===== config.mk =====
export PLATFORM = sky130hd
export DESIGN_NAME = calendar_date_adder
export DESIGN_NICKNAME = d
export VERILOG_FILES = /design/src/sv/cda_pkg.sv /design/src/sv/cda_datapath.sv /design/src/sv/cda_ctrl.sv /design/src/sv/calendar_date_adder.sv
export SDC_FILE = /design/constraint.sdc
export NUM_CORES = 1
export LEC_CHECK = 0
export BUFFER_PORTS_ARGS = -buffer_cell sky130_fd_sc_hd__buf_2
export CAP_MARGIN = 20
export CORE_ASPECT_RATIO = 1.4
export CORE_MARGIN = 2
export CORE_UTILIZATION = 50
export CTS_BUF_LIST = sky130_fd_sc_hd__clkbuf_8
export DETAILED_ROUTE_END_ITERATION = 12
export PLACE_DENSITY_LB_ADDON = 0.25
export SLEW_MARGIN = 30
export SYNTH_ARGS = -nofsm -noshare
export SYNTH_HDL_FRONTEND = slang
export SYNTH_HIERARCHICAL = 1
export SYNTH_SLANG_ARGS = --single-unit

===== constraint.sdc =====
create_clock -name clk -period 17.32 [get_ports clk]
set_input_delay 3.464 -clock clk [delete_from_list [all_inputs] [get_ports clk]]
set_output_delay 3.464 -clock clk [all_outputs]
set_load 0.02 [all_outputs]

===== src/sv/cda_pkg.sv =====
// Shared definitions for the calendar date adder: operation codes, controller
// states, command and status words between controller and datapath, and the
// month length function. No dependencies.
package cda_pkg;

    // Operation codes carried on the op field
    localparam logic [2:0] OP_ADD_DAYS    = 3'd0;
    localparam logic [2:0] OP_ADD_WEEKS   = 3'd1;
    localparam logic [2:0] OP_ADD_MONTHS  = 3'd2;
    localparam logic [2:0] OP_ADD_YEARS   = 3'd3;
    localparam logic [2:0] OP_ADD_DECADES = 3'd4;

    // Widths of the working registers
    localparam int unsigned REM_W     = 19;  // up to 65535 weeks in days
    localparam int unsigned SCRATCH_W = 13;  // quotient by 12 or by 100
    localparam int unsigned YSUM_W    = 20;  // year plus ten times the count

    // Reciprocal constants: floor(x * MUL / 2**SHIFT) equals floor(x / N)
    // over the range of x used here, except that the quotient by 100 can read
    // one high for a year ending in 99; such a year is odd and never leap
    localparam logic [12:0] DIV100_MUL   = 13'd5243;
    localparam int unsigned DIV100_SHIFT = 19;
    localparam logic [16:0] DIV12_MUL    = 17'd87382;
    localparam int unsigned DIV12_SHIFT  = 20;

    typedef enum logic [3:0] {
        ST_IDLE,
        ST_LDIV,
        ST_LSET,
        ST_CHECK,
        ST_WALK,
        ST_WDIV,
        ST_WSET,
        ST_MDIV,
        ST_MSET,
        ST_CDIV,
        ST_CSET,
        ST_CLAMP,
        ST_OUT
    } state_t;

    // Commands from the controller to the datapath
    typedef struct packed {
        logic load;       // latch a new input word
        logic leap_div;   // quotient of year by 100
        logic leap_set;   // leap flag of the current year
        logic check;      // record the validity verdict
        logic walk;       // advance one month of the day walk
        logic mon_div;    // quotient of month total by 12
        logic mon_set;    // apply month, year or decade addition
        logic clamp;      // settle the day on anchor or month length
        logic finish;     // move the result to the output register
    } cmd_t;

    // Status from the datapath to the controller
    typedef struct packed {
        logic date_ok;    // start date and operation are valid
        logic op_walk;    // day or week operation
        logic op_month;   // month operation
        logic walk_last;  // remaining days fit in the current month
        logic walk_wrap;  // this walk step crosses into a new year
        logic out_free;   // output register may take a word this cycle
    } status_t;

    // Days in a month; months outside 1..12 read as 31
    function automatic logic [4:0] month_days(input logic [3:0] mon, input logic leap);
        logic [4:0] len;
        case (mon) inside
            4'd4, 4'd6, 4'd9, 4'd11: len = 5'd30;
            4'd2:                    len = leap ? 5'd29 : 5'd28;
            default:                 len = 5'd31;
        endcase
        return len;
    endfunction

endpackage


===== src/sv/cda_datapath.sv =====
// Datapath of the calendar date adder: working date registers, day walk,
// month and year arithmetic, leap test and the output register.
// Depends on cda_pkg.
module cda_datapath (
    input  logic                clk,
    input  logic                rst_n,
    input  cda_pkg::cmd_t       cmd,
    output cda_pkg::status_t    status,
    input  logic [2:0]          op,
    input  logic [4:0]          start_day,
    input  logic [3:0]          start_month,
    input  logic [15:0]         start_year,
    input  logic [15:0]         step_count,
    input  logic [4:0]          anchor_day,
    output logic                out_valid,
    input  logic                out_ready,
    output logic [4:0]          end_day,
    output logic [3:0]          end_month,
    output logic [15:0]         end_year,
    output logic                year_overflow,
    output logic                bad_input
);

    // Working registers
    logic [2:0]                     op_reg, op_next;
    logic [4:0]                     day_reg, day_next;
    logic [3:0]                     mon_reg, mon_next;
    logic [15:0]                    year_reg, year_next;
    logic [cda_pkg::REM_W-1:0]      rem_reg, rem_next;
    logic [4:0]                     anchor_reg, anchor_next;
    logic                           ovf_reg, ovf_next;
    logic                           bad_reg, bad_next;
    logic [cda_pkg::SCRATCH_W-1:0]  quot_reg, quot_next;
    logic                           leap_reg, leap_next;

    // Output register
    logic                           out_valid_reg, out_valid_next;
    logic [4:0]                     end_day_reg, end_day_next;
    logic [3:0]                     end_month_reg, end_month_next;
    logic [15:0]                    end_year_reg, end_year_next;
    logic                           end_ovf_reg, end_ovf_next;
    logic                           end_bad_reg, end_bad_next;

    // Combinational helpers
    logic [4:0]                     cur_len;
    logic [4:0]                     left;
    logic                           fits;
    logic                           date_ok;
    logic [28:0]                    prod100;
    logic [15:0]                    rem100;
    logic [16:0]                    mtotal;
    logic [33:0]                    prod12;
    logic [16:0]                    times12;
    logic [16:0]                    rem12;
    logic [cda_pkg::YSUM_W-1:0]     ysum;
    logic [cda_pkg::REM_W-1:0]      count7;

    assign cur_len = cda_pkg::month_days(mon_reg, leap_reg);
    assign left    = cur_len - day_reg;
    assign fits    = rem_reg <= {{(cda_pkg::REM_W-5){1'b0}}, left};

    assign date_ok = (mon_reg >= 4'd1) && (mon_reg <= 4'd12) && (day_reg != 5'd0)
                   && (day_reg <= cur_len) && (op_reg <= cda_pkg::OP_ADD_DECADES);

    // Year split by 100 for the century rules
    assign prod100 = {13'd0, year_reg} * {16'd0, cda_pkg::DIV100_MUL};
    assign rem100  = year_reg - ({6'd0, quot_reg[9:0]} * 16'd100);

    // Month total split by 12
    assign mtotal  = {13'd0, mon_reg - 4'd1} + {1'b0, rem_reg[15:0]};
    assign prod12  = {17'd0, mtotal} * {17'd0, cda_pkg::DIV12_MUL};
    assign times12 = {1'b0, quot_reg, 3'd0} + {2'b0, quot_reg, 2'd0};
    assign rem12   = mtotal - times12;

    // Seven times the count, for weeks
    assign count7  = {step_count, 3'd0} - {3'd0, step_count};

    // Year sum for month, year and decade additions
    always_comb
    begin
        case (op_reg)
            cda_pkg::OP_ADD_MONTHS:
                ysum = {4'd0, year_reg} + {7'd0, quot_reg};
            cda_pkg::OP_ADD_YEARS:
                ysum = {4'd0, year_reg} + {4'd0, rem_reg[15:0]};
            default:
                ysum = {4'd0, year_reg} + {1'b0, rem_reg[15:0], 3'd0}
                     + {3'd0, rem_reg[15:0], 1'b0};
        endcase
    end

    // Status towards the controller
    always_comb
    begin
        status.date_ok   = date_ok;
        status.op_walk   = op_reg <= cda_pkg::OP_ADD_WEEKS;
        status.op_month  = op_reg == cda_pkg::OP_ADD_MONTHS;
        status.walk_last = fits;
        status.walk_wrap = !fits && (mon_reg == 4'd12);
        status.out_free  = !out_valid_reg || out_ready;
    end

    // Next state of the working and output registers
    always_comb
    begin
        op_next        = op_reg;
        day_next       = day_reg;
        mon_next       = mon_reg;
        year_next      = year_reg;
        rem_next       = rem_reg;
        anchor_next    = anchor_reg;
        ovf_next       = ovf_reg;
        bad_next       = bad_reg;
        quot_next      = quot_reg;
        leap_next      = leap_reg;
        out_valid_next = out_valid_reg;
        end_day_next   = end_day_reg;
        end_month_next = end_month_reg;
        end_year_next  = end_year_reg;
        end_ovf_next   = end_ovf_reg;
        end_bad_next   = end_bad_reg;

        // Drop a word the consumer has taken
        if (out_valid_reg && out_ready)
        begin
            out_valid_next = 1'b0;
        end

        if (cmd.load)
        begin
            op_next     = op;
            day_next    = start_day;
            mon_next    = start_month;
            year_next   = start_year;
            rem_next    = (op == cda_pkg::OP_ADD_WEEKS) ? count7 : {3'd0, step_count};
            anchor_next = (anchor_day == 5'd0) ? 5'd1 : anchor_day;
            ovf_next    = 1'b0;
            bad_next    = 1'b0;
        end

        if (cmd.leap_div)
        begin
            quot_next = {3'd0, prod100[cda_pkg::DIV100_SHIFT +: 10]};
        end

        if (cmd.leap_set)
        begin
            leap_next = (year_reg[1:0] == 2'd0)
                      && ((rem100 != 16'd0) || (quot_reg[1:0] == 2'd0));
        end

        if (cmd.check)
        begin
            bad_next = !date_ok;
        end

        // Advance one month, or finish inside the current one
        if (cmd.walk)
        begin
            if (fits)
            begin
                day_next = day_reg + rem_reg[4:0];
                rem_next = '0;
            end
            else
            begin
                rem_next = rem_reg - ({{(cda_pkg::REM_W-5){1'b0}}, left}
                                      + {{(cda_pkg::REM_W-1){1'b0}}, 1'b1});
                day_next = 5'd1;
                if (mon_reg == 4'd12)
                begin
                    mon_next  = 4'd1;
                    year_next = year_reg + 16'd1;
                    if (year_reg == 16'hFFFF)
                    begin
                        ovf_next = 1'b1;
                    end
                end
                else
                begin
                    mon_next = mon_reg + 4'd1;
                end
            end
        end

        if (cmd.mon_div)
        begin
            quot_next = prod12[cda_pkg::DIV12_SHIFT +: cda_pkg::SCRATCH_W];
        end

        if (cmd.mon_set)
        begin
            if (op_reg == cda_pkg::OP_ADD_MONTHS)
            begin
                mon_next = rem12[3:0] + 4'd1;
            end
            year_next = ysum[15:0];
            ovf_next  = ysum[cda_pkg::YSUM_W-1:16] != '0;
        end

        if (cmd.clamp)
        begin
            day_next = (anchor_reg < cur_len) ? anchor_reg : cur_len;
        end

        // Hand the finished word to the output register
        if (cmd.finish)
        begin
            out_valid_next = 1'b1;
            end_day_next   = day_reg;
            end_month_next = mon_reg;
            end_year_next  = year_reg;
            end_ovf_next   = ovf_reg && !bad_reg;
            end_bad_next   = bad_reg;
        end
    end

    // Payload registers
    always_ff @(posedge clk)
    begin
        op_reg        <= op_next;
        day_reg       <= day_next;
        mon_reg       <= mon_next;
        year_reg      <= year_next;
        rem_reg       <= rem_next;
        anchor_reg    <= anchor_next;
        ovf_reg       <= ovf_next;
        bad_reg       <= bad_next;
        quot_reg      <= quot_next;
        leap_reg      <= leap_next;
        end_day_reg   <= end_day_next;
        end_month_reg <= end_month_next;
        end_year_reg  <= end_year_next;
        end_ovf_reg   <= end_ovf_next;
        end_bad_reg   <= end_bad_next;
    end

    // Output valid flag
    always_ff @(posedge clk or negedge rst_n)
    begin
        if (!rst_n)
        begin
            out_valid_reg <= 1'b0;
        end
        else
        begin
            out_valid_reg <= out_valid_next;
        end
    end

    assign out_valid     = out_valid_reg;
    assign end_day       = end_day_reg;
    assign end_month     = end_month_reg;
    assign end_year      = end_year_reg;
    assign year_overflow = end_ovf_reg;
    assign bad_input     = end_bad_reg;

endmodule


===== src/sv/cda_ctrl.sv =====
// Controller of the calendar date adder: sequences leap tests, the month
// walk and the month and year arithmetic through datapath commands.
// Depends on cda_pkg.
module cda_ctrl (
    input  logic                clk,
    input  logic                rst_n,
    input  logic                in_valid,
    output logic                in_ready,
    input  cda_pkg::status_t    status,
    output cda_pkg::cmd_t       cmd
);

    cda_pkg::state_t state_reg, state_next;

    // State register
    always_ff @(posedge clk or negedge rst_n)
    begin
        if (!rst_n)
        begin
            state_reg <= cda_pkg::ST_IDLE;
        end
        else
        begin
            state_reg <= state_next;
        end
    end

    // Next state and commands
    always_comb
    begin
        state_next = state_reg;
        cmd        = '0;
        in_ready   = 1'b0;

        unique case (state_reg)
            cda_pkg::ST_IDLE:
            begin
                in_ready = 1'b1;
                if (in_valid)
                begin
                    cmd.load   = 1'b1;
                    state_next = cda_pkg::ST_LDIV;
                end
            end
            cda_pkg::ST_LDIV:
            begin
                cmd.leap_div = 1'b1;
                state_next   = cda_pkg::ST_LSET;
            end
            cda_pkg::ST_LSET:
            begin
                cmd.leap_set = 1'b1;
                state_next   = cda_pkg::ST_CHECK;
            end
            // Reject bad requests, else pick the walk or the arithmetic path
            cda_pkg::ST_CHECK:
            begin
                cmd.check = 1'b1;
                if (!status.date_ok)
                begin
                    state_next = cda_pkg::ST_OUT;
                end
                else if (status.op_walk)
                begin
                    state_next = cda_pkg::ST_WALK;
                end
                else if (status.op_month)
                begin
                    state_next = cda_pkg::ST_MDIV;
                end
                else
                begin
                    state_next = cda_pkg::ST_MSET;
                end
            end
            cda_pkg::ST_WALK:
            begin
                cmd.walk = 1'b1;
                if (status.walk_last)
                begin
                    state_next = cda_pkg::ST_OUT;
                end
                else if (status.walk_wrap)
                begin
                    state_next = cda_pkg::ST_WDIV;
                end
            end
            // Refresh the leap flag after the walk enters a new year
            cda_pkg::ST_WDIV:
            begin
                cmd.leap_div = 1'b1;
                state_next   = cda_pkg::ST_WSET;
            end
            cda_pkg::ST_WSET:
            begin
                cmd.leap_set = 1'b1;
                state_next   = cda_pkg::ST_WALK;
            end
            cda_pkg::ST_MDIV:
            begin
                cmd.mon_div = 1'b1;
                state_next  = cda_pkg::ST_MSET;
            end
            cda_pkg::ST_MSET:
            begin
                cmd.mon_set = 1'b1;
                state_next  = cda_pkg::ST_CDIV;
            end
            cda_pkg::ST_CDIV:
            begin
                cmd.leap_div = 1'b1;
                state_next   = cda_pkg::ST_CSET;
            end
            cda_pkg::ST_CSET:
            begin
                cmd.leap_set = 1'b1;
                state_next   = cda_pkg::ST_CLAMP;
            end
            cda_pkg::ST_CLAMP:
            begin
                cmd.clamp  = 1'b1;
                state_next = cda_pkg::ST_OUT;
            end
            // Hold until the output register can take the word
            cda_pkg::ST_OUT:
            begin
                if (status.out_free)
                begin
                    cmd.finish = 1'b1;
                    state_next = cda_pkg::ST_IDLE;
                end
            end
            default:
            begin
                state_next = cda_pkg::ST_IDLE;
            end
        endcase
    end

endmodule


===== src/sv/calendar_date_adder.sv =====
// Calendar date adder top level. Every request first gets a leap test and a
// validity check; a rejected one then goes to the output. Month, year and decade
// additions run the month divide (months only), the year update, a new leap test
// and the day clamp; day and week additions walk one month per cycle, pausing for
// a leap test at each year crossed. One word is in progress at a time: a new one
// is taken only after the last has moved into the output register, which waits
// while that register is full. Reset clears the controller and output valid.
module calendar_date_adder (
    input  logic        clk,
    input  logic        rst_n,
    input  logic        in_valid,
    output logic        in_ready,
    input  logic [2:0]  op,
    input  logic [4:0]  start_day,
    input  logic [3:0]  start_month,
    input  logic [15:0] start_year,
    input  logic [15:0] step_count,
    input  logic [4:0]  anchor_day,
    output logic        out_valid,
    input  logic        out_ready,
    output logic [4:0]  end_day,
    output logic [3:0]  end_month,
    output logic [15:0] end_year,
    output logic        year_overflow,
    output logic        bad_input
);

    cda_pkg::cmd_t    cmd;
    cda_pkg::status_t status;

    // Sequence the work
    cda_ctrl u_ctrl (
        .clk      (clk),
        .rst_n    (rst_n),
        .in_valid (in_valid),
        .in_ready (in_ready),
        .status   (status),
        .cmd      (cmd)
    );

    // Hold the date and do the arithmetic
    cda_datapath u_datapath (
        .clk           (clk),
        .rst_n         (rst_n),
        .cmd           (cmd),
        .status        (status),
        .op            (op),
        .start_day     (start_day),
        .start_month   (start_month),
        .start_year    (start_year),
        .step_count    (step_count),
        .anchor_day    (anchor_day),
        .out_valid     (out_valid),
        .out_ready     (out_ready),
        .end_day       (end_day),
        .end_month     (end_month),
        .end_year      (end_year),
        .year_overflow (year_overflow),
        .bad_input     (bad_input)
    );

endmodule

==> flow_summary.ini <==
[outcome]
status = finished clean

[logic_synthesis]
syn-num-nets = 2590
ys_seq_elements = 100
yosysSeqAreaShare = 0.152
ys.flop_type = edfxtp_1
ys_warn_count = 6
synth_edf_count = 75
synth_cell_types = 82
netlist_instances = 1999
synthArstFlopShare = 0.0500
syn_avg_cell_area_um2 = 9.16
synth_area_mm2 = 0.0183

[routing]
routed_wl_um = 47000
drcViolationCount = 0
dr.pass1.iters = 4
ant_nets = 0
dr_total_vias = 14374
wl_per_cell_um = 18.6
post_drt_via_cell_ratio = 5.68
drt_iter0_drc = 874

[worst_setup_path]
crit_required_ns = 17.45
cpMaxStageDelayCell = xnor2_1
slowest_delay_ns = 0.63
crit_family = adder cells
start_kind = flop
reg2regPathDepth = 29
cp_max_fo = 7
path_depth = 29
crit_buf_inv = 5
cp-end-kind = flop
worstPathArrival_ns = 8.67
crit_type = flop to flop

[final_layout]
syn_to_final_growth_pct = 6.17
diodes = 0
layout_common_cells = inv_1, ha_1, fa_1
nNetsFinal = 2654
layout_commonest_cell = inv_1
final_cell_area_mm2 = 0.0194
largest_reg_flops = 19
drive_gt1_frac = 0.0730
fin_cells = 2530

[timing]
min_period_over_period = 0.493
slew_viol_final = 0
hold_viol = 0
finClkSkew_ns = 0.0216
finalCriticalPeriod_ns = 8.54
fmax_mhz = 117
tns_ns = 0
hold_slack_ns = 0.447
tightest_slew_ns = 0.961
finalSetupViolCount = 0
relSlewSlack = 0.359
rsz0062_at_grt = no

[grt]
antenna_found_initial = 0
grt_overflow = 0
first_global_vias = 14852
grt_pass1_wl_um = 76300
gr-usage-all-layers = 0.250
grt_max_degree = 37

[die]
die_w_um = 166
initial_utilization = 0.510
rows = 82
die_h_um = 230
io_pins = 82
core_area_mm2 = 0.0359
die_area_mm2 = 0.0382

[cts]
cts_root_buf = clkbuf_8
clk_pin_slew_ns = 0.12
htree_num_levels = 3
numCtsBuffers = 9
cts_hold_buf = 0
cts_max_path_buffers = 2
cts.sinks = 100
cts_resized = 0
tritoncts = yes
cts_setup_buffers = 0
worstSkewPairLatency_ns = 0.40

[placed_design]
portBuffers = 81
post_dp_cell_area_mm2 = 0.0192
hpwlAfterDp_um = 39300
place_inst = 2514
globalplace.congestion = 0.935

[min_path]
hp-class = flop to flop
worstHoldPathCells = 0

[run]
maxCapViolations = 0
==> worst paths after layout <==
path                                                          to                           start  slack, ns
max reg2reg                u_datapath/quot_reg[12]$_SDFFCE_PN0P_   u_datapath/mon_reg[0]$_DFF_P_       8.78
min                             u_datapath/end_year[9]$_DFFE_PP_  u_datapath/year_reg[9]$_DFF_P_       0.45
min in group asynchronous        u_ctrl/state_reg[1]$_DFFE_PN0P_                           rst_n       2.85
max in group asynchronous        u_ctrl/state_reg[2]$_DFFE_PN0P_                           rst_n      14.32
min reg2reg                     u_datapath/end_year[9]$_DFFE_PP_  u_datapath/year_reg[9]$_DFF_P_       0.45
max                        u_datapath/quot_reg[12]$_SDFFCE_PN0P_   u_datapath/mon_reg[0]$_DFF_P_       8.78
==> layout make-up <==
| type | count | area [µm²] |
|---|---|---|
| flip-flops and latches | 100 | 2780 |
| repair buffers | 101 | 556 |
| clock inverters | 7 | 58.8 |
| multi-input cells | 1457 | 13900 |
| clock buffers | 9 | 124 |
| fillers | 3306 | 16500 |
| inverters | 394 | 1480 |
| well taps | 462 | 578 |
==> per-stage QoR <==
| step | setup WS (ns) | util |
|---|---|---|
| 3_5_place_dp | 8.66 | 0.536 |
| 4_1_cts | 8.66 | 0.541 |
| 2_1_floorplan | 9.40 | - |
| 5_1_grt | 8.23 | 0.541 |
| 3_3_place_gp | 8.98 | 0.536 |
| 6_report | 8.78 | 0.541 |
==> cells in the mapped netlist (all sizes together), types with 20 or more instances <==
library cell | number | share of area
ha | 360 | 0.25
edfxtp | 75 | 0.12
a21o | 44 | 0.018
clkbuf | 33 | 0.0068
xor2 | 55 | 0.026
nand2 | 98 | 0.020
xnor2 | 79 | 0.038
nor3 | 40 | 0.011
fa | 178 | 0.19
o21ai | 93 | 0.025
inv | 392 | 0.080
o22ai | 23 | 0.0079
a21oi | 111 | 0.030
nand3 | 25 | 0.0071
dfxtp | 20 | 0.022
nor2 | 90 | 0.018
==> kinds of logic (layout without fill, tap and decap cells) <==
logic type	Yosys count	count (layout)	synth area share
buffers and inverters	442	511	0.0937
DFF	100	100	0.152
muxes	19	19	0.0111
adders and majority gates	538	538	0.441
xor gates and xnor gates	134	134	0.0641
and+or+nand+nor	365	365	0.0982
AOI/OAI and AO/OA	401	401	0.140
==> per-layer routing <==
metal  GRT usage  part of all wire  vias to the layer above
met5           0                 0                        -
met4       0.108             0.045                        0
met3      0.0194             0.033                      113
met2       0.457              0.52                      356
met1       0.300              0.41                     6986
li1            -                 -                     6919
==> worst reg2reg max path: cells and delay by family (launching register included) <==
kind	cells	cell delay [ns]
adder cells (fa/ha/maj)	9	3.73
AO/OA/AOI/OAI	9	2.37
XOR/XNOR	3	0.97
AND/OR/NAND/NOR	3	0.37
buffers and inverters	5	0.36
flip-flops	1	0.46
Power is not shown: default switching activity piles up to over one toggle a cycle in this logic, so the estimate is an artifact.
